<file path="src/hw/rtl/aff2d_pkg.sv">
// Package for the 2D affine transform engine: widths, command codes, queue item
// and result types, the CORDIC arctangent table and saturation helpers.
// Depends on nothing; every other file of the block but aff2d_if imports it.
package aff2d_pkg;

	localparam int FRAC_BITS    = 16;
	localparam int ENTRY_WIDTH  = 48;
	localparam int CORDIC_STEPS = 16;

	localparam int ACC_W        = 2 * ENTRY_WIDTH + 2;
	localparam int MUL_CHUNK    = 16;
	localparam int NCHUNKS      = (ENTRY_WIDTH + MUL_CHUNK - 1) / MUL_CHUNK;
	localparam int CHUNK_IDX_W  = (NCHUNKS > 1) ? $clog2(NCHUNKS) : 1;
	localparam int PROD_W       = ENTRY_WIDTH + MUL_CHUNK;
	localparam int CW           = 34;
	localparam int STEP_W       = $clog2(CORDIC_STEPS);
	localparam int QUEUE_DEPTH  = 2;
	localparam int QPTR_W       = $clog2(QUEUE_DEPTH);
	localparam int QCNT_W       = $clog2(QUEUE_DEPTH + 1);
	localparam int SAT_W        = 72;
	localparam int Q_UP         = (FRAC_BITS >= 16) ? FRAC_BITS - 16 : 0;
	localparam int Q_DN         = (FRAC_BITS >= 16) ? 0 : 16 - FRAC_BITS;

	localparam logic signed [CW-1:0] CORDIC_GAIN = CW'(652032874);

	localparam logic [2:0] CMD_MAP       = 3'd0;
	localparam logic [2:0] CMD_TRANSLATE = 3'd1;
	localparam logic [2:0] CMD_ROTATE    = 3'd2;
	localparam logic [2:0] CMD_SCALE     = 3'd3;
	localparam logic [2:0] CMD_CONCAT    = 3'd4;
	localparam logic [2:0] CMD_IDENTITY  = 3'd5;

	typedef logic signed [ENTRY_WIDTH-1:0] entry_t;

	localparam entry_t ONE     = entry_t'(1) << FRAC_BITS;
	localparam entry_t ENT_MAX = {1'b0, {(ENTRY_WIDTH - 1){1'b1}}};
	localparam entry_t ENT_MIN = {1'b1, {(ENTRY_WIDTH - 1){1'b0}}};

	localparam entry_t [5:0] IDENT_M = {entry_t'(0), ONE, entry_t'(0), entry_t'(0),
		entry_t'(0), ONE};

	typedef enum logic [1:0] {
		OP_MAP   = 2'd0,
		OP_XFORM = 2'd1,
		OP_ROT   = 2'd2,
		OP_IDENT = 2'd3
	} op_t;

	typedef struct packed {
		op_t          op;
		logic [15:0]  angle;
		entry_t [5:0] n;
	} queue_item_t;

	typedef struct packed {
		logic signed [31:0] out_x;
		logic signed [31:0] out_y;
		logic               clipped;
	} res_t;

	function automatic logic [31:0] atan_lut(input logic [4:0] idx);
		logic [31:0] r;
		unique case (idx)
			5'd0:  r = 32'h20000000;
			5'd1:  r = 32'h12E4051E;
			5'd2:  r = 32'h09FB385B;
			5'd3:  r = 32'h051111D4;
			5'd4:  r = 32'h028B0D43;
			5'd5:  r = 32'h0145D7E1;
			5'd6:  r = 32'h00A2F61E;
			5'd7:  r = 32'h00517C55;
			5'd8:  r = 32'h0028BE53;
			5'd9:  r = 32'h00145F2F;
			5'd10: r = 32'h000A2F98;
			5'd11: r = 32'h000517CC;
			5'd12: r = 32'h00028BE6;
			5'd13: r = 32'h000145F3;
			5'd14: r = 32'h0000A2FA;
			5'd15: r = 32'h0000517D;
			5'd16: r = 32'h000028BE;
			5'd17: r = 32'h0000145F;
			5'd18: r = 32'h00000A30;
			5'd19: r = 32'h00000518;
			5'd20: r = 32'h0000028C;
			5'd21: r = 32'h00000146;
			5'd22: r = 32'h000000A3;
			5'd23: r = 32'h00000051;
			default: r = 32'h0;
		endcase
		return r;
	endfunction

	function automatic entry_t sat_wide(input logic signed [SAT_W-1:0] v);
		logic hi_ones;
		logic hi_zeros;
		hi_ones  = &v[SAT_W-1:ENTRY_WIDTH-1];
		hi_zeros = ~(|v[SAT_W-1:ENTRY_WIDTH-1]);
		if (hi_ones || hi_zeros) begin
			return v[ENTRY_WIDTH-1:0];
		end
		return v[SAT_W-1] ? ENT_MIN : ENT_MAX;
	endfunction

	function automatic entry_t sat_acc(input logic signed [ACC_W-1:0] v);
		logic hi_ones;
		logic hi_zeros;
		hi_ones  = &v[ACC_W-1:ENTRY_WIDTH-1];
		hi_zeros = ~(|v[ACC_W-1:ENTRY_WIDTH-1]);
		if (hi_ones || hi_zeros) begin
			return v[ENTRY_WIDTH-1:0];
		end
		return v[ACC_W-1] ? ENT_MIN : ENT_MAX;
	endfunction

	function automatic entry_t from_q16(input logic signed [31:0] raw);
		logic signed [SAT_W-1:0] v;
		v = SAT_W'(raw);
		v = (v <<< Q_UP) >>> Q_DN;
		return sat_wide(v);
	endfunction

	function automatic entry_t from_int(input logic signed [15:0] raw);
		logic signed [SAT_W-1:0] v;
		v = SAT_W'(raw);
		v = v <<< FRAC_BITS;
		return sat_wide(v);
	endfunction

endpackage

</file>
<file path="src/hw/rtl/aff2d_cordic.sv">
// Iterative CORDIC unit: one rotation step per cycle, giving the cosine and
// sine of a binary angle in entry format. Depends on aff2d_pkg.
module aff2d_cordic (
	input  logic              clk,
	input  logic              arst_n,
	input  logic              start,
	input  logic [15:0]       angle,
	output logic              done,
	output aff2d_pkg::entry_t cs,
	output aff2d_pkg::entry_t sn
);
	import aff2d_pkg::*;

	logic                 busy_q;
	logic                 done_q;
	logic [STEP_W-1:0]    step_q;
	logic signed [CW-1:0] x_q;
	logic signed [CW-1:0] y_q;
	logic signed [CW-1:0] z_q;
	logic                 flip_q;
	logic                 flip_c;
	logic [15:0]          folded;
	logic signed [CW-1:0] xs;
	logic signed [CW-1:0] ys;
	logic signed [CW-1:0] at;
	logic signed [CW-1:0] x_out;
	logic signed [CW-1:0] y_out;

	assign flip_c = angle[15] ^ angle[14];
	assign folded = flip_c ? (angle ^ 16'h8000) : angle;
	assign xs     = x_q >>> step_q;
	assign ys     = y_q >>> step_q;
	assign at     = CW'(atan_lut(5'(step_q)));
	assign x_out  = x_q >>> (30 - FRAC_BITS);
	assign y_out  = y_q >>> (30 - FRAC_BITS);
	assign cs     = flip_q ? -ENTRY_WIDTH'(x_out) : ENTRY_WIDTH'(x_out);
	assign sn     = flip_q ? -ENTRY_WIDTH'(y_out) : ENTRY_WIDTH'(y_out);
	assign done   = done_q;

	always_ff @(posedge clk or negedge arst_n) begin
		if (!arst_n) begin
			busy_q <= 1'b0;
			done_q <= 1'b0;
			step_q <= '0;
		end else begin
			done_q <= !start && busy_q && (step_q == STEP_W'(CORDIC_STEPS - 1));
			if (start) begin
				busy_q <= 1'b1;
				step_q <= '0;
			end else if (busy_q) begin
				if (step_q == STEP_W'(CORDIC_STEPS - 1)) begin
					busy_q <= 1'b0;
				end else begin
					step_q <= step_q + 1'b1;
				end
			end
		end
	end

	always_ff @(posedge clk) begin
		if (start) begin
			x_q    <= CORDIC_GAIN;
			y_q    <= '0;
			z_q    <= CW'($signed(folded)) <<< 16;
			flip_q <= flip_c;
		end else if (busy_q) begin
			if (!z_q[CW-1]) begin
				x_q <= x_q - ys;
				y_q <= y_q + xs;
				z_q <= z_q - at;
			end else begin
				x_q <= x_q + ys;
				y_q <= y_q - xs;
				z_q <= z_q + at;
			end
		end
	end

endmodule

</file>
<file path="src/hw/rtl/aff2d_back.sv">
// Back end: holds the matrix, runs the CORDIC unit and a shared chunked
// multiply-accumulate sequencer, and registers map results for output.
// Depends on aff2d_pkg and aff2d_cordic.
module aff2d_back (
	input  logic                   clk,
	input  logic                   arst_n,
	input  logic                   q_empty,
	input  aff2d_pkg::queue_item_t q_item,
	output logic                   q_pop,
	output aff2d_pkg::res_t        res_data,
	output logic                   res_valid,
	input  logic                   res_ready
);
	import aff2d_pkg::*;

	typedef enum logic [5:0] {
		ST_IDLE   = 6'b000001,
		ST_CORDIC = 6'b000010,
		ST_MUL    = 6'b000100,
		ST_DRAIN  = 6'b001000,
		ST_FIN    = 6'b010000,
		ST_OUT    = 6'b100000
	} state_t;

	state_t                  state_q;
	op_t                     op_q;
	entry_t [5:0]            m_q;
	entry_t [5:0]            t_q;
	entry_t [5:0]            n_q;
	logic signed [31:0]      map_q [2];
	logic [1:0]              clip_q;
	logic [2:0]              ent_q;
	logic                    term_q;
	logic [CHUNK_IDX_W-1:0]  chunk_q;
	logic signed [ACC_W-1:0] acc_q;
	logic [PROD_W-1:0]       prod_s1;
	logic [CHUNK_IDX_W-1:0]  sh_s1;
	logic                    neg_s1;
	logic                    vld_s1;
	res_t                    res_q;
	logic                    res_valid_q;

	logic                    is_map;
	logic                    row_sel;
	logic [2:0]              col;
	logic [2:0]              a_idx;
	logic [2:0]              b_idx;
	logic [2:0]              m_rd_idx;
	entry_t                  m_rd;
	entry_t                  b_op;
	logic [ENTRY_WIDTH-1:0]  mag_a;
	logic [ENTRY_WIDTH-1:0]  mag_b;
	logic [NCHUNKS*MUL_CHUNK-1:0] mag_b_pad;
	logic [MUL_CHUNK-1:0]    chunk_b;
	logic [PROD_W-1:0]       prod_c;
	logic [ACC_W-1:0]        term_u;
	logic signed [ACC_W-1:0] addend;
	logic                    next_col2;
	entry_t                  fin_ent;
	logic signed [ACC_W-1:0] map_adj;
	logic signed [ACC_W-1:0] map_sh;
	logic                    map_fits;
	logic signed [31:0]      map_val;
	logic                    last_ent;
	logic                    out_free;
	logic                    cordic_start;
	logic                    cordic_done;
	entry_t                  cordic_cs;
	entry_t                  cordic_sn;

	function automatic entry_t sel6(input entry_t [5:0] v, input logic [2:0] idx);
		entry_t r;
		unique case (idx)
			3'd0: r = v[0];
			3'd1: r = v[1];
			3'd2: r = v[2];
			3'd3: r = v[3];
			3'd4: r = v[4];
			3'd5: r = v[5];
			default: r = '0;
		endcase
		return r;
	endfunction

	assign is_map   = op_q == OP_MAP;
	assign row_sel  = is_map ? ent_q[0] : (ent_q >= 3'd3);
	assign col      = (ent_q >= 3'd3) ? ent_q - 3'd3 : ent_q;
	assign a_idx    = row_sel ? 3'd3 + {2'b0, term_q} : {2'b0, term_q};
	assign b_idx    = is_map ? {2'b0, term_q} : (term_q ? 3'd3 + col : col);
	assign last_ent = is_map ? (ent_q == 3'd1) : (ent_q == 3'd5);

	always_comb begin
		unique case (state_q)
			ST_MUL:  m_rd_idx = a_idx;
			ST_FIN:  m_rd_idx = is_map ? 3'd5 : (last_ent ? 3'd0 : ent_q + 3'd1);
			default: m_rd_idx = 3'd2;
		endcase
	end

	assign m_rd = sel6(m_q, m_rd_idx);
	assign b_op = sel6(n_q, b_idx);

	assign mag_a     = m_rd[ENTRY_WIDTH-1] ? ENTRY_WIDTH'(-m_rd) : m_rd;
	assign mag_b     = b_op[ENTRY_WIDTH-1] ? ENTRY_WIDTH'(-b_op) : b_op;
	assign mag_b_pad = (NCHUNKS * MUL_CHUNK)'(mag_b);
	assign chunk_b   = mag_b_pad[chunk_q * MUL_CHUNK +: MUL_CHUNK];
	assign prod_c    = PROD_W'(mag_a) * PROD_W'(chunk_b);
	assign term_u    = ACC_W'(prod_s1) << (sh_s1 * MUL_CHUNK);

	assign next_col2 = (ent_q == 3'd1) || (ent_q == 3'd4);
	always_comb begin
		if (is_map) begin
			addend = ACC_W'(m_rd);
		end else if (next_col2) begin
			addend = ACC_W'(m_rd) <<< FRAC_BITS;
		end else begin
			addend = '0;
		end
	end

	assign fin_ent  = sat_acc(acc_q >>> FRAC_BITS);
	assign map_adj  = acc_q + (acc_q[ACC_W-1] ? ACC_W'(ONE - 1) : '0);
	assign map_sh   = map_adj >>> FRAC_BITS;
	assign map_fits = (&map_sh[ACC_W-1:31]) || !(|map_sh[ACC_W-1:31]);
	assign map_val  = map_fits ? map_sh[31:0] :
		(map_sh[ACC_W-1] ? {1'b1, 31'b0} : {1'b0, {31{1'b1}}});

	assign out_free     = !res_valid_q || res_ready;
	assign q_pop        = (state_q == ST_IDLE) && !q_empty;
	assign cordic_start = q_pop && (q_item.op == OP_ROT);

	aff2d_cordic u_cordic (
		.clk    (clk),
		.arst_n (arst_n),
		.start  (cordic_start),
		.angle  (q_item.angle),
		.done   (cordic_done),
		.cs     (cordic_cs),
		.sn     (cordic_sn)
	);

	always_ff @(posedge clk or negedge arst_n) begin
		if (!arst_n) begin
			state_q     <= ST_IDLE;
			op_q        <= OP_IDENT;
			m_q         <= IDENT_M;
			ent_q       <= '0;
			term_q      <= 1'b0;
			chunk_q     <= '0;
			vld_s1      <= 1'b0;
			res_valid_q <= 1'b0;
		end else begin
			vld_s1      <= state_q == ST_MUL;
			res_valid_q <= ((state_q == ST_OUT) && out_free) || (res_valid_q && !res_ready);
			unique case (state_q)
				ST_IDLE: begin
					if (q_pop) begin
						op_q    <= q_item.op;
						ent_q   <= '0;
						term_q  <= 1'b0;
						chunk_q <= '0;
						unique case (q_item.op)
							OP_IDENT: m_q     <= IDENT_M;
							OP_ROT:   state_q <= ST_CORDIC;
							default:  state_q <= ST_MUL;
						endcase
					end
				end
				ST_CORDIC: begin
					if (cordic_done) begin
						state_q <= ST_MUL;
					end
				end
				ST_MUL: begin
					if (chunk_q == CHUNK_IDX_W'(NCHUNKS - 1)) begin
						chunk_q <= '0;
						term_q  <= !term_q;
						if (term_q) begin
							state_q <= ST_DRAIN;
						end
					end else begin
						chunk_q <= chunk_q + 1'b1;
					end
				end
				ST_DRAIN: begin
					state_q <= ST_FIN;
				end
				ST_FIN: begin
					if (last_ent) begin
						if (is_map) begin
							state_q <= ST_OUT;
						end else begin
							m_q     <= {fin_ent, t_q[4:0]};
							state_q <= ST_IDLE;
						end
					end else begin
						ent_q   <= ent_q + 3'd1;
						state_q <= ST_MUL;
					end
				end
				ST_OUT: begin
					if (out_free) begin
						state_q <= ST_IDLE;
					end
				end
				default: state_q <= ST_IDLE;
			endcase
		end
	end

	always_ff @(posedge clk) begin
		if (vld_s1) begin
			acc_q <= acc_q + (neg_s1 ? -$signed(term_u) : $signed(term_u));
		end
		if (state_q == ST_MUL) begin
			prod_s1 <= prod_c;
			sh_s1   <= chunk_q;
			neg_s1  <= m_rd[ENTRY_WIDTH-1] ^ b_op[ENTRY_WIDTH-1];
		end
		if (q_pop) begin
			n_q   <= q_item.n;
			acc_q <= (q_item.op == OP_MAP) ? ACC_W'(m_rd) : '0;
		end
		if (state_q == ST_CORDIC && cordic_done) begin
			n_q[0] <= cordic_cs;
			n_q[1] <= -cordic_sn;
			n_q[2] <= '0;
			n_q[3] <= cordic_sn;
			n_q[4] <= cordic_cs;
			n_q[5] <= '0;
			acc_q  <= '0;
		end
		if (state_q == ST_FIN) begin
			acc_q <= addend;
			if (is_map) begin
				map_q[ent_q[0]]  <= map_val;
				clip_q[ent_q[0]] <= !map_fits;
			end else begin
				t_q[ent_q] <= fin_ent;
			end
		end
		if (state_q == ST_OUT && out_free) begin
			res_q.out_x   <= map_q[0];
			res_q.out_y   <= map_q[1];
			res_q.clipped <= |clip_q;
		end
	end

	assign res_data  = res_q;
	assign res_valid = res_valid_q;

endmodule

</file>
<file path="config.mk">
export PLATFORM = sky130hd
export DESIGN_NAME = aff2d_back
export DESIGN_NICKNAME = d
export VERILOG_FILES = /design/src/hw/rtl/aff2d_pkg.sv /design/src/hw/rtl/aff2d_cordic.sv /design/src/hw/rtl/aff2d_back.sv
export SDC_FILE = /design/constraint.sdc
export NUM_CORES = 2
export LEC_CHECK = 0
export ABC_CLOCK_PERIOD_IN_PS = 12000
export BUFFER_PORTS_ARGS = -buffer_cell sky130_fd_sc_hd__clkbuf_2
export CAP_MARGIN = 10
export CORE_ASPECT_RATIO = 1.2
export CORE_MARGIN = 2
export CORE_UTILIZATION = 58
export CTS_BUF_LIST = sky130_fd_sc_hd__clkbuf_4 sky130_fd_sc_hd__clkbuf_8 sky130_fd_sc_hd__clkbuf_16
export DETAILED_ROUTE_END_ITERATION = 8
export PLACE_DENSITY = 0.74
export SETUP_SLACK_MARGIN = 0.15
export SYNTH_ARGS = -nofsm -noshare
export SYNTH_HDL_FRONTEND = slang
export SYNTH_SLANG_ARGS = --single-unit
</file>
<file path="constraint.sdc">
create_clock -name clk -period 12 [get_ports clk]
set_input_delay 1.8 -clock clk [delete_from_list [all_inputs] [get_ports clk]]
set_output_delay 1.8 -clock clk [all_outputs]
set_load 0.02 [all_outputs]
</file>
==> out/results.ini <==
[run_status]
status=complete, no violations

[cts]
cts-root-buf=clkbuf_16
htree_levels=3
numCtsBuffers=121
clkTransAtPathRegs_ns=0.07
cts.sinks=1237
worstSkewPairLatency_ns=0.86
cts_tree=done
clockBufferDepth=3

[layout]
syn_to_final_growth_pct=13.0
final_layout_size_suffix_gt1_share_pct=15.0
mostFrequentLayoutCells=nand2_1 (1204), inv_1 (815), edfxtp_1 (747)
fin_nets=11800
final_common_cell=nand2_1
postLayoutCellArea_um2=110000
final_core_utilization_pct=66.1

[timing]
tightest_slew_ns=1.25
max_freq_mhz=85.8
fin_worst_skew_ns=0.130
hold_viol=0
setup_viol=0
setup_ws_ns=0.341
fin_crit_ns=11.66
slew_viol_final=0
fin_crit_sh_pct=97.2
grt_setup_unrepaired=false
slew_headroom_pct=16.2

[setup_path]
slowest_delay_ns=0.56
rrSetupSlack_ns=0.34
critPathArrivalTime_ns=12.20
end_kind=register
r2r_end=prod_s1[63]
critPathLaunchType=register
worstReg2RegStart=ent_q[0]
cp_max_fo=6
path_class=reg -> reg
cp.required_ns=12.54
slowest_stage=fa_1
cpMostUsedCell=fa_1
r2r_cells=48

[placed_design]
place_congestion=0.993
dpl_cell_area_um2=104000
dp_hpwl_mm=252
io_buffers=376
pre_cts_slack_ns=-0.928

[yosys]
yosysWarnings=0
synthCells=9990
synth-edff-count=747
synth.distinct_cells=102
syn_avg_cell_area_um2=9.76
ys_seq_area_share_pct=34.7
syn_area_um2=97500
async_flop_share_pct=25.1
synth_nets=11300
ys_ff_latch=1237
ys.flop_type=edfxtp_1

[min_path]
min_from=t_q[207]
holdPathEnd=m_q[207]
min_path_cells=1
hp-class=reg -> reg

[floorplanning]
die_h_um=453
num_io_pins=377
coreArea_um2=167000
fp-row-count=164
dieArea_um2=171000
initial_core_util_pct=58.5
die_w_um=378

[route]
wl_mm=334
ant_nets=0
wire_per_inst_um=26.1
vias_per_cell=6.39
drtIter0Drc=8276
vias=81900
drc=0
drt_pass1_iterations=8

[grt]
grt_start_max_net_pins=196
antenna_found_initial=6
grt_usage_pct=38.5
grt_pass1_vias=82400
grt_pass1_wl_mm=501
gr-total-overflow=0

[power_and_ir_drop]
powerDensity_nw_per_um2=315
leakage_nw=49.1
ir_worst_vdd_uv=395

[job]
max_cap_viol_count=0

-- worst max path at each step --
stage | startpoint | end
6_report | ent_q[0] | prod_s1[63]
4_1_cts | ent_q[0] | prod_s1[63]
3_5_place_dp | ent_q[0] | prod_s1[63]
2_1_floorplan | ent_q[2] | prod_s1[61]
3_3_place_gp | ent_q[0] | prod_s1[63]
5_1_grt | ent_q[0] | prod_s1[63]
-- kinds of logic after synthesis --
| kind of cell | after synthesis | share of synthesized area (%) |
|---|---|---|
| AOI/OAI and AO/OA | 2452 | 17.4 |
| DFF | 1237 | 34.7 |
| adders and majority gates | 1014 | 18.0 |
| and+or+nand+nor | 2864 | 13.7 |
| xor gates and xnor gates | 602 | 5.46 |
| buffers and inverters | 1436 | 5.66 |
| muxes | 385 | 5.11 |
-- cell usage after synthesis, drive strengths merged (79+ instances only) --
library cell  instances  share of area, %
a21o                375               2.9
mux2i               217               2.2
nand3               192              0.99
mux4                 82               1.9
clkbuf              482               1.9
nand2              1210               4.7
nor3                136              0.71
ha                  368               4.7
nor2                550               2.1
edfxtp              747                23
nand4                99              0.64
xnor2               340               3.1
dfxtp               180               3.7
mux2                 86              0.99
dfrtp               305               7.8
and3                 88              0.56
nor2b               126              0.81
a211oi               79              0.61
fa                  646                13
o21ai               438               2.2
a31oi                96              0.62
nand2b              120              0.77
a22o                406               3.6
buf                 126              0.61
a21oi               475               2.4
and2                114              0.73
xor2                262               2.4
inv                 821               3.2
-- flip-flops by register name, indices dropped and copies added (netlist names), 3 cells and up --
register	count
acc_q	98
ent_q	3
m_q	288
map_q	64
n_q	288
prod_s1	64
res_data	65
state_q	6
t_q	240
u_cordic.step_q	4
u_cordic.x_q	34
u_cordic.y_q	34
u_cordic.z_q	34
-- stage by stage --
step | hold WS [ns] | power (W) | setup TNS, ns | std cells
floorplan | 0.400 | 0.0224 | 0 | 9990
global placement | 0.401 | 0.0290 | -5.66 | 12500
detailed placement | 0.405 | 0.0294 | -9.06 | 12500
CTS | 0.384 | 0.0339 | 0 | 12700
global route | 0.397 | 0.0369 | 0 | 12800
finish | 0.401 | 0.0348 | 0 | 12800
-- layout make-up --
class / instances / area (um2)
Clock buffer: 158 / 3400
Timing Repair Buffer: 947 / 6710
Antenna cell: 3 / 7.51
Inverter: 828 / 3120
Sequential cell: 1237 / 33800
Fill cell: 13200 / 56600
Multi-Input combinational cell: 7318 / 59300
Tap cell: 2241 / 2800
Clock inverter: 73 / 1090
-- power by group --
group          switching (W)  internal, W
sequential           0.00132      0.00606
clock                0.00181      0.00246
combinational         0.0139      0.00924
-- layer usage --
metal,global-route usage (%),routed length (um),vias up
met5,0,20,-
met4,23.2,24100,4
met1,46.5,123000,40500
met3,6.37,26800,1127
li1,-,-,36100
met2,64.7,160000,4150
-- critical path: cells and delay by family, from the launching register on --
family                   cells  cell delay (ns)
AO/OA/AOI/OAI               14             3.05
XOR/XNOR                     2             0.27
adder cells (fa/ha/maj)     10             3.94
buffers and inverters       11             1.37
multiplexers                 2             0.48
flip-flops                   1             0.41
AND/OR/NAND/NOR              9             1.82
-- repair_timing --
item | 4_1_cts | 5_1_grt
pin swaps | 15 | 87
setup buffers | 18 | 59
setup endpoints to repair | 27 | 30
cloned | 2 | 3
gates resized for setup | 47 | 144
hold buffers | 0 | 0
(Power assumes the default switching activity.)
