<file path="config.mk">
export PLATFORM = sky130hd
export DESIGN_NAME = aff2d_fifo
export DESIGN_NICKNAME = d
export VERILOG_FILES = /design/src/hw/rtl/aff2d_pkg.sv /design/src/hw/rtl/aff2d_fifo.sv
export SDC_FILE = /design/constraint.sdc
export NUM_CORES = 1
export LEC_CHECK = 0
export ABC_CLOCK_PERIOD_IN_PS = 15800
export CORE_MARGIN = 2
export CORE_UTILIZATION = 26
export CTS_CLUSTER_DIAMETER = 120
export DETAILED_ROUTE_END_ITERATION = 8
export DONT_BUFFER_PORTS = 1
export SYNTH_ARGS = -nofsm -noshare
export SYNTH_HDL_FRONTEND = slang
export SYNTH_SLANG_ARGS = --single-unit
</file>
<file path="constraint.sdc">
create_clock -name clk -period 15.8 [get_ports clk]
set_input_delay 0 -clock clk [delete_from_list [all_inputs] [get_ports clk]]
set_output_delay 0 -clock clk [all_outputs]
set_load 0.02 [all_outputs]
</file>
<file path="src/hw/rtl/aff2d_pkg.sv">
// Package for the 2D affine transform engine: widths, command codes, queue item
// and result types, the CORDIC arctangent table and saturation helpers.
// Depends on nothing; every other file of the block but aff2d_if imports it.
package aff2d_pkg;

	localparam int FRAC_BITS    = 16;
	localparam int ENTRY_WIDTH  = 48;
	localparam int CORDIC_STEPS = 16;

	localparam int ACC_W        = 2 * ENTRY_WIDTH + 2;
	localparam int MUL_CHUNK    = 16;
	localparam int NCHUNKS      = (ENTRY_WIDTH + MUL_CHUNK - 1) / MUL_CHUNK;
	localparam int CHUNK_IDX_W  = (NCHUNKS > 1) ? $clog2(NCHUNKS) : 1;
	localparam int PROD_W       = ENTRY_WIDTH + MUL_CHUNK;
	localparam int CW           = 34;
	localparam int STEP_W       = $clog2(CORDIC_STEPS);
	localparam int QUEUE_DEPTH  = 2;
	localparam int QPTR_W       = $clog2(QUEUE_DEPTH);
	localparam int QCNT_W       = $clog2(QUEUE_DEPTH + 1);
	localparam int SAT_W        = 72;
	localparam int Q_UP         = (FRAC_BITS >= 16) ? FRAC_BITS - 16 : 0;
	localparam int Q_DN         = (FRAC_BITS >= 16) ? 0 : 16 - FRAC_BITS;

	localparam logic signed [CW-1:0] CORDIC_GAIN = CW'(652032874);

	localparam logic [2:0] CMD_MAP       = 3'd0;
	localparam logic [2:0] CMD_TRANSLATE = 3'd1;
	localparam logic [2:0] CMD_ROTATE    = 3'd2;
	localparam logic [2:0] CMD_SCALE     = 3'd3;
	localparam logic [2:0] CMD_CONCAT    = 3'd4;
	localparam logic [2:0] CMD_IDENTITY  = 3'd5;

	typedef logic signed [ENTRY_WIDTH-1:0] entry_t;

	localparam entry_t ONE     = entry_t'(1) << FRAC_BITS;
	localparam entry_t ENT_MAX = {1'b0, {(ENTRY_WIDTH - 1){1'b1}}};
	localparam entry_t ENT_MIN = {1'b1, {(ENTRY_WIDTH - 1){1'b0}}};

	localparam entry_t [5:0] IDENT_M = {entry_t'(0), ONE, entry_t'(0), entry_t'(0),
		entry_t'(0), ONE};

	typedef enum logic [1:0] {
		OP_MAP   = 2'd0,
		OP_XFORM = 2'd1,
		OP_ROT   = 2'd2,
		OP_IDENT = 2'd3
	} op_t;

	typedef struct packed {
		op_t          op;
		logic [15:0]  angle;
		entry_t [5:0] n;
	} queue_item_t;

	typedef struct packed {
		logic signed [31:0] out_x;
		logic signed [31:0] out_y;
		logic               clipped;
	} res_t;

	function automatic logic [31:0] atan_lut(input logic [4:0] idx);
		logic [31:0] r;
		unique case (idx)
			5'd0:  r = 32'h20000000;
			5'd1:  r = 32'h12E4051E;
			5'd2:  r = 32'h09FB385B;
			5'd3:  r = 32'h051111D4;
			5'd4:  r = 32'h028B0D43;
			5'd5:  r = 32'h0145D7E1;
			5'd6:  r = 32'h00A2F61E;
			5'd7:  r = 32'h00517C55;
			5'd8:  r = 32'h0028BE53;
			5'd9:  r = 32'h00145F2F;
			5'd10: r = 32'h000A2F98;
			5'd11: r = 32'h000517CC;
			5'd12: r = 32'h00028BE6;
			5'd13: r = 32'h000145F3;
			5'd14: r = 32'h0000A2FA;
			5'd15: r = 32'h0000517D;
			5'd16: r = 32'h000028BE;
			5'd17: r = 32'h0000145F;
			5'd18: r = 32'h00000A30;
			5'd19: r = 32'h00000518;
			5'd20: r = 32'h0000028C;
			5'd21: r = 32'h00000146;
			5'd22: r = 32'h000000A3;
			5'd23: r = 32'h00000051;
			default: r = 32'h0;
		endcase
		return r;
	endfunction

	function automatic entry_t sat_wide(input logic signed [SAT_W-1:0] v);
		logic hi_ones;
		logic hi_zeros;
		hi_ones  = &v[SAT_W-1:ENTRY_WIDTH-1];
		hi_zeros = ~(|v[SAT_W-1:ENTRY_WIDTH-1]);
		if (hi_ones || hi_zeros) begin
			return v[ENTRY_WIDTH-1:0];
		end
		return v[SAT_W-1] ? ENT_MIN : ENT_MAX;
	endfunction

	function automatic entry_t sat_acc(input logic signed [ACC_W-1:0] v);
		logic hi_ones;
		logic hi_zeros;
		hi_ones  = &v[ACC_W-1:ENTRY_WIDTH-1];
		hi_zeros = ~(|v[ACC_W-1:ENTRY_WIDTH-1]);
		if (hi_ones || hi_zeros) begin
			return v[ENTRY_WIDTH-1:0];
		end
		return v[ACC_W-1] ? ENT_MIN : ENT_MAX;
	endfunction

	function automatic entry_t from_q16(input logic signed [31:0] raw);
		logic signed [SAT_W-1:0] v;
		v = SAT_W'(raw);
		v = (v <<< Q_UP) >>> Q_DN;
		return sat_wide(v);
	endfunction

	function automatic entry_t from_int(input logic signed [15:0] raw);
		logic signed [SAT_W-1:0] v;
		v = SAT_W'(raw);
		v = v <<< FRAC_BITS;
		return sat_wide(v);
	endfunction

endpackage

</file>
<file path="src/hw/rtl/aff2d_fifo.sv">
// Two-entry queue of decoded commands between the front end and the back end.
// Depends on aff2d_pkg.
module aff2d_fifo (
	input  logic                   clk,
	input  logic                   arst_n,
	input  logic                   push,
	input  aff2d_pkg::queue_item_t push_data,
	output logic                   full,
	input  logic                   pop,
	output aff2d_pkg::queue_item_t pop_data,
	output logic                   empty
);
	import aff2d_pkg::*;

	queue_item_t             mem_q [QUEUE_DEPTH];
	logic [QPTR_W-1:0]       wr_ptr_q;
	logic [QPTR_W-1:0]       rd_ptr_q;
	logic [QCNT_W-1:0]       count_q;

	assign full     = count_q == QCNT_W'(QUEUE_DEPTH);
	assign empty    = count_q == '0;
	assign pop_data = mem_q[rd_ptr_q];

	always_ff @(posedge clk or negedge arst_n) begin
		if (!arst_n) begin
			wr_ptr_q <= '0;
			rd_ptr_q <= '0;
			count_q  <= '0;
		end else begin
			if (push) begin
				wr_ptr_q <= (wr_ptr_q == QPTR_W'(QUEUE_DEPTH - 1)) ? '0 : wr_ptr_q + 1'b1;
			end
			if (pop) begin
				rd_ptr_q <= (rd_ptr_q == QPTR_W'(QUEUE_DEPTH - 1)) ? '0 : rd_ptr_q + 1'b1;
			end
			if (push && !pop) begin
				count_q <= count_q + 1'b1;
			end else if (pop && !push) begin
				count_q <= count_q - 1'b1;
			end
		end
	end

	always_ff @(posedge clk) begin
		if (push) begin
			mem_q[wr_ptr_q] <= push_data;
		end
	end

endmodule

</file>
==> results of run 1 <==
## cells by family after synthesis
group / share of synthesized area (%)
flip-flops: 79.6
buffers and inverters: 1.48
XOR/XNOR: 0.189
multiplexers: 18.6
adder cells (fa/ha/maj): 0.0539
AND/OR/NAND/NOR: 0.113
## metrics by stage
step	cells	setup WS [ns]	cell area [um2]	hold slack [ns]	util, %
2_1_floorplan	968	0.907	23200	-0.296	-
3_3_place_gp	2111	12.00	24400	-0.295	27.7
3_5_place_dp	2111	11.89	24400	-0.295	27.7
==> metrics.cfg, run 1 <==
[placement]
routabilityCongestion = 0.832
port_buffers = 0
dp_hpwl_um = 33300

[die]
die_x_um = 303
initial_core_util_pct = 26.3
die_h_um = 303
ios = 618
rows = 109

[run_status]
error = [ERROR RSZ-0060] Max buffer count reached.
run_status = did not finish
stop_stage = 4_1_cts

[yosys]
synthCells = 968
synth_nets = 1279
synthArstFlopShare_pct = 0.649
syn_area_um2 = 23200
synth_top_area_share_pct = 79.2
postSynthAreaPerCell_um2 = 24.0
ys_seq_area_share_pct = 79.6
yosysMostFrequentCell = edfxtp_1
yosysTopAreaCell = edfxtp_1
yosys_warnings = 0
ys_types = 13
synth_edf_count = 612
yosys_most_used_dff = edfxtp_1
synth_commonest_cells = edfxtp_1 (612), mux2_4 (230), mux2_2 (76)
ys_ff_latch = 616
synth.area.top_cells = edfxtp_1 (79%), mux2_4 (15%), mux2_2 (3.7%)

[clock_network]
htreeDepth = 2
cts-hold-fix-buffers = 445
cts_buffer_depth = 3
cts_resized = 0
cts_made_buffers = 61
cts_root_buf = clkbuf_16
cts_setup_buffers = 0
cts.sinks = 616

==> run 2: changes to the inputs <==
--- a/config.mk
+++ b/config.mk
@@ -5,12 +5,12 @@
 export SDC_FILE = /design/constraint.sdc
 export NUM_CORES = 1
 export LEC_CHECK = 0
-export ABC_CLOCK_PERIOD_IN_PS = 15800
+export ABC_CLOCK_PERIOD_IN_PS = 20500
 export CORE_MARGIN = 2
-export CORE_UTILIZATION = 26
-export CTS_CLUSTER_DIAMETER = 120
+export CORE_UTILIZATION = 20
 export DETAILED_ROUTE_END_ITERATION = 8
 export DONT_BUFFER_PORTS = 1
+export PLACE_DENSITY_LB_ADDON = 0.15
 export SYNTH_ARGS = -nofsm -noshare
 export SYNTH_HDL_FRONTEND = slang
 export SYNTH_SLANG_ARGS = --single-unit
==> constraint.sdc (replaced) <==
create_clock -name clk -period 20.5 [get_ports clk]
set_input_delay 0 -clock clk [delete_from_list [all_inputs] [get_ports clk]]
set_output_delay 0 -clock clk [all_outputs]
set_load 0.02 [all_outputs]
==> run 2 against run 1 <==
  * Area after synthesis is the same
  * Synthesized cell count is the same
  * The flow now finishes without violations
==> metrics.cfg, run 2 <==
[clock_network]
cts_buffer_depth = 3  ; unchanged
cts.sinks = 616  ; unchanged
cts_tree = yes
htreeDepth = 3  ; +1
clk_pin_slew_ns = 0.06
clock_latency_ns = 0.61
cts_made_buffers = 73  ; +20%
cts_root_buf = clkbuf_16
cts_resized = 0  ; unchanged

[finish]
layout_common_cells = edfxtp_1 (612), dlygate4sd3_1 (504), mux2_4 (230)
reg_top3 = mem_q x612, count_q x2
drive_gt1_share_pct = 26.6
final_cell_count_no_fill = 3102
largest_reg_flops = 612
largest_register = mem_q
mostFrequentLayoutCell = edfxtp_1
area_growth_pct = 38.9
nNetsFinal = 1840

[yosys]
synth_fa_ha_area_share_pct = 0.0539  ; unchanged
syn_area_um2 = 23200  ; unchanged
synthMuxAreaShare_pct = 18.6  ; unchanged
synth_edf_count = 612  ; unchanged
yosys.area_share.simple_pct = 0.113  ; unchanged
ys_seq_area_share_pct = 79.6  ; unchanged
synth-compound-area-share_pct = 0  ; unchanged
synth_commonest_cells = edfxtp_1 (612), mux2_4 (230), mux2_2 (76)
yosys_warnings = 0  ; unchanged
synthCells = 968  ; unchanged
synth-xor-area-share_pct = 0.189  ; unchanged
ys_types = 13  ; unchanged
synth_top_family_by_area = multiplexers
synth.area.top_cells = edfxtp_1 (79%), mux2_4 (15%), mux2_2 (3.7%)
yosysMostFrequentCell = edfxtp_1
postSynthAreaPerCell_um2 = 24.0  ; unchanged
synth_nets = 1279  ; unchanged
synthArstFlopShare_pct = 0.649  ; unchanged
yosys_most_used_dff = edfxtp_1
ys_ff_latch = 616  ; unchanged
yosysTopAreaCell = edfxtp_1
synth_top_area_share_pct = 79.2  ; unchanged

[die]
initial_core_util_pct = 20.2  ; -6.0 points
fp.coreArea_um2 = 115000
rows = 124  ; +14%
die_h_um = 345  ; +14%
dieArea_um2 = 119000
die_x_um = 345  ; +14%
ios = 618  ; unchanged

[pwr]
total_leakage_power_nw = 11.3
power_mw = 4.30
power.density_nw_per_um2 = 133
worst_ir_drop_vdd_mv = 0.0772

[sta]
rsz0062_at_grt = false
hold_viol_final = 0
finalClockSkew_ns = 0.0176
final.min_clock_period_ns = 4.70
worstMarginPinSlew_ns = 1.23
slew_violations = 0
relSlewSlack_pct = 18.3
fmax_ghz = 0.213
period_share_pct = 22.9
fin_hold_ws_ns = 0.0673
setup_violations = 0
tns_ns = 0

[critical_path]
cp_max_fo = 59
arrival_ns = 4.70
cp-start-kind = register
rrSetupSlack_ns = 17.27
crit_path_frequent_cell = buf_4
worstPathCellList = buf_4, buf_4, buf_4, mux2_2
critical_path_class = register to output pin
slowest_delay_ns = 0.95
crit_slowest_cell = dfrtp_4
worstPathRequired_ns = 20.50
end_kind = output pin

[global_route]
grt_usage_pct = 9.29
grt_pass1_vias = 12000
grt_start_max_net_pins = 125
grt_pass1_wl_um = 80400
antenna_found_initial = 6
gr-total-overflow = 0

[run]
drv_cap = 0

[detailed_routing]
met3_length_um = 5820
drt-initial-drc-count = 341
first_pass_iters = 4
routed_wirelength_um = 58000
via_per_inst = 3.52
postRouteAntennaNets = 0
met1Wirelength_um = 21200
drc = 0
vias = 10900
wl_met2_um = 29500
wl_per_cell_um = 18.7
highest_layer = met5

[run_status]
run_status = complete, no violations

[hold_path]
min_path_type = input port to register

[placement]
dp_hpwl_um = 39100  ; +17%
routabilityCongestion = 0.724  ; -13%
port_buffers = 0  ; unchanged
place_inst = 2462  ; +17%

[run 2: cell counts after synthesis]
Identical to the previous run, type by type.
[run 2: critical path, delay by kind of cell, from the launching register on]
family / cells / cell delay, ns
buffers and inverters: 3 / 2.48
flip-flops: 1 / 0.95
multiplexers: 1 / 0.48
[run 2: repair_timing]
action,4_1_cts,5_1_grt
hold buffers,504,0
endpoints found under the hold margin,663,0
buffers inserted,0,0
[run 2: worst paths after layout]
kind | from | cells past startpoint | to
hold / removal | push_data[12] | 1 | mem_q[0][12]$_DFFE_PP_
setup reg to reg | wr_ptr_q$_DFFE_PN0P_ | 4 | mem_q[0][123]$_DFFE_PP_
hold reg to reg | count_q[1]$_DFFE_PN0P_ | 1 | count_q[1]$_DFFE_PN0P_
min in group asynchronous | arst_n | 2 | rd_ptr_q$_DFFE_PN0P_
setup / recovery | rd_ptr_q$_DFFE_PN0P_ | 4 | pop_data[11]
max in group asynchronous | arst_n | 2 | rd_ptr_q$_DFFE_PN0P_
[run 2: power breakdown]
| group | leakage [nW] | internal (mW) | total, mW | switching, mW |
|---|---|---|---|---|
| Sequential | 5.79 | 1.67 | 1.75 | 0.0802 |
| Combinational | 4.43 | 0.504 | 1.32 | 0.817 |
| Clock | 1.11 | 0.727 | 1.22 | 0.493 |
[run 2: metal layers]
layer / GRT usage, % / up-vias
met5: 0 / -
met4: 3.38 / 2
met3: 4.14 / 99
met2: 16.3 / 410
met1: 9.79 / 5405
li1: - / 5011
[run 2: cells by family after synthesis]
logic type               after synthesis
flip-flops                           616
buffers and inverters                 35
multiplexers                         306
XOR/XNOR                               5
adder cells (fa/ha/maj)                1
AND/OR/NAND/NOR                        5
[run 2: cell type report]
type | instances | area [um2]
Inverter | 1 | 3.75
Clock buffer | 99 | 2060
Tap cell | 1512 | 1890
Multi-Input combinational cell | 317 | 4400
Timing Repair Buffer | 520 | 5180
Clock inverter | 33 | 205
Sequential cell | 616 | 18500
Antenna cell | 4 | 10.0
Fill cell | 11400 | 82400
[run 2: stage by stage]
step / util (%) / setup WS, ns / area, um2
finish: 28.1 / 15.80 / 32200
global route: 28.1 / 15.47 / 32200
CTS: 28.1 / 15.58 / 32200
detailed placement: 21.7 / 16.27 / 24900
global placement: 21.7 / 16.35 / 24900
floorplan: - / 5.61 / 23200
Note: power is estimated with default switching activity, not from simulation.
==> run 3: changes to the inputs <==
--- a/config.mk
+++ b/config.mk
@@ -5,7 +5,7 @@
 export SDC_FILE = /design/constraint.sdc
 export NUM_CORES = 1
 export LEC_CHECK = 0
-export ABC_CLOCK_PERIOD_IN_PS = 20500
+export ABC_CLOCK_PERIOD_IN_PS = 4250
 export CORE_MARGIN = 2
 export CORE_UTILIZATION = 20
 export DETAILED_ROUTE_END_ITERATION = 8
==> constraint.sdc (replaced) <==
create_clock -name clk -period 4.25 [get_ports clk]
set_input_delay 0 -clock clk [delete_from_list [all_inputs] [get_ports clk]]
set_output_delay 0 -clock clk [all_outputs]
set_load 0.02 [all_outputs]
==> run 3 against run 2 <==
  * Power rose to 4.8 times the previous value
  * First-iteration DRC count grew 16%
  * Combinational power increased to 5.0 times the previous value
  * Largest power group unchanged
==> metrics.cfg, run 3 (synthesized netlist as in run 2, its figures left out) <==
[run_status]
run_status = complete, no violations

[pwr]
power.density_nw_per_um2 = 643  ; +380%
total_leakage_power_nw = 11.3  ; -0.36%
worst_ir_drop_vdd_mv = 0.421  ; +440%

[sta]
final.min_clock_period_ns = 2.67
fmax_ghz = 0.374
rsz0062_at_grt = false
relSlewSlack_pct = 39.2  ; +21 points
finalClockSkew_ns = 0.0314  ; +0.0138 ns
fin_hold_ws_ns = 0.0474  ; -0.0199 ns
hold_viol_final = 0  ; unchanged
worstMarginPinSlew_ns = 0.912  ; -0.313 ns
setup_violations = 0  ; unchanged
slew_violations = 0  ; unchanged
period_share_pct = 62.9
setup_slack_ns = 1.58  ; -14.22 ns

[critical_path]
crit_family = flip-flops
worstReg2RegEnd = mem_q[1][155]$_DFFE_PP_
reg2regPathDepth = 2  ; -2
end_kind = output pin
slowest_delay_ns = 0.85  ; -0.10 ns
crit_slowest_cell = dfrtp_4
crit_path_frequent_cell = buf_12
worstPathRequired_ns = 4.25  ; -16.25 ns
critPathBufInv = 2  ; -1
rr_startpoint = wr_ptr_q$_DFFE_PN0P_
arrival_ns = 2.67  ; -2.03 ns
cp_max_fo = 47  ; -20%
critical_path_class = register to output pin
rrSetupSlack_ns = 2.14  ; -15.13 ns
worstPathCellList = buf_12, buf_12, mux2_2
cp-start-kind = register

[global_route]
grt_pass1_vias = 12000  ; +0.067%
grt_start_max_net_pins = 87  ; -30%
gr-total-overflow = 0  ; unchanged
grt_pass1_wl_um = 79900  ; -0.57%
antenna_found_initial = 4  ; -2
grt_usage_pct = 9.18  ; -0.11 points

[finish]
multi_input_area_um2 = 4400  ; unchanged
nNetsFinal = 1837  ; -0.16%
largest_reg_flops = 612  ; unchanged
reg_top3 = mem_q x612, count_q x2
utilization_pct = 28.0  ; -0.11 points
seqCellArea_um2 = 18500  ; unchanged
drive_gt1_share_pct = 27.5  ; +0.93 points
layout_common_cells = edfxtp_1 (612), dlygate4sd3_1 (480), mux2_4 (230)
area_growth_pct = 38.3
largest_register = mem_q
mostFrequentLayoutCell = edfxtp_1
fillerInstances = 11400  ; -0.018%
fin_area_um2 = 32100  ; -0.39%
final_cell_count_no_fill = 3090  ; -0.39%

[placement]
port_buffers = 0  ; unchanged
place_inst = 2484  ; +0.89%
dp_hpwl_um = 39100  ; -0.10%
post_dp_cell_area_um2 = 25200  ; +1.1%
routabilityCongestion = 0.697  ; -3.7%
pre_cts_ws_ns = 2.09  ; -14.18 ns

[hold_path]
min_path_cells = 1  ; unchanged
min_path_type = input port to register
hold_start = push
min_to = mem_q[1][202]$_DFFE_PP_

[clock_network]
cts_setup_buffers = 0  ; unchanged
cts_buffer_depth = 3  ; unchanged
cts_made_buffers = 72  ; -1.4%
cts_root_buf = clkbuf_16
clock_latency_ns = 0.63  ; +0.02 ns
htreeDepth = 3  ; unchanged
cts_tree = yes
clk_pin_slew_ns = 0.06  ; about the same
cts.sinks = 616  ; unchanged

[detailed_routing]
routed_wirelength_um = 56900  ; -1.8%
drc = 0  ; unchanged
wl_per_cell_um = 18.4  ; -1.4%
first_pass_iters = 4  ; unchanged
drt-initial-drc-count = 397  ; +16%
via_per_inst = 3.58  ; +1.7%
postRouteAntennaNets = 0  ; unchanged
vias = 11100  ; +1.3%

[die]
die_h_um = 345  ; unchanged
initial_core_util_pct = 20.2  ; unchanged
ios = 618  ; unchanged
rows = 124  ; unchanged
dieArea_um2 = 119000  ; unchanged
die_x_um = 345  ; unchanged
fp.coreArea_um2 = 115000  ; unchanged

[run]
drv_cap = 0  ; unchanged

==> run 3: layer usage <==
| layer | routed length [um] | GRT usage (%) |
|---|---|---|
| met1 | 20600 | 9.66 |
| met2 | 28700 | 16.0 |
| met3 | 5810 | 3.97 |
| met4 | 1820 | 3.85 |
| met5 | 27 | 0 |
==> run 3: power by group <==
| part | internal (mW) | switching [mW] | leakage, nW |
|---|---|---|---|
| clock network | 3.27 | 2.36 | 1.03 |
| registers | 8.05 | 0.332 | 5.79 |
| logic | 2.56 | 4.08 | 4.47 |
| total | 13.9 | 6.77 | 11.3 |
==> run 3: cell type report <==
class	instances	area share (%)
Sequential cell	616	57.6
Timing Repair Buffer	518	16.2
Multi-Input combinational cell	317	13.7
Clock buffer	95	5.95
Tap cell	1512	5.89
Clock inverter	29	0.659
Antenna cell	2	0.0156
Inverter	1	0.0117
==> run 3: per-stage QoR <==
| step | power [mW] | TNS [ns] |
|---|---|---|
| 6_report | 20.7 | 0 |
| 5_1_grt | 21.6 | 0 |
| 4_1_cts | 21.1 | 0 |
| 3_5_place_dp | 15.0 | 0 |
| 3_3_place_gp | 14.9 | 0 |
| 2_1_floorplan | 13.8 | -463.80 |
==> run 3: worst max path at each step <==
| stage | start | to | slack, ns | cells after the start |
|---|---|---|---|---|
| global placement | wr_ptr_q$_DFFE_PN0P_ | mem_q[1][163]$_DFFE_PP_ | 2.12 | 2 |
| global route | rd_ptr_q$_DFFE_PN0P_ | pop_data[293] | 1.39 | 3 |
| finish | rd_ptr_q$_DFFE_PN0P_ | pop_data[293] | 1.58 | 3 |
| CTS | rd_ptr_q$_DFFE_PN0P_ | pop_data[291] | 1.41 | 3 |
| detailed placement | wr_ptr_q$_DFFE_PN0P_ | mem_q[1][158]$_DFFE_PP_ | 2.09 | 2 |
| floorplan | wr_ptr_q$_DFFE_PN0P_ | mem_q[0][0]$_DFFE_PP_ | -1.14 | 1 |
==> run 3: worst reg2reg max path: stages, from the launching register on <==
cell and delay, ns:
dfrtp_1 0.42, and2_4 0.76, buf_4 0.52
==> run 3: repair_timing <==
item | CTS | global route
endpoints found under the setup margin | 0 | 0
resized for setup | 0 | 0
endpoints found under the hold margin | 657 | 0
hold buffers | 480 | 0
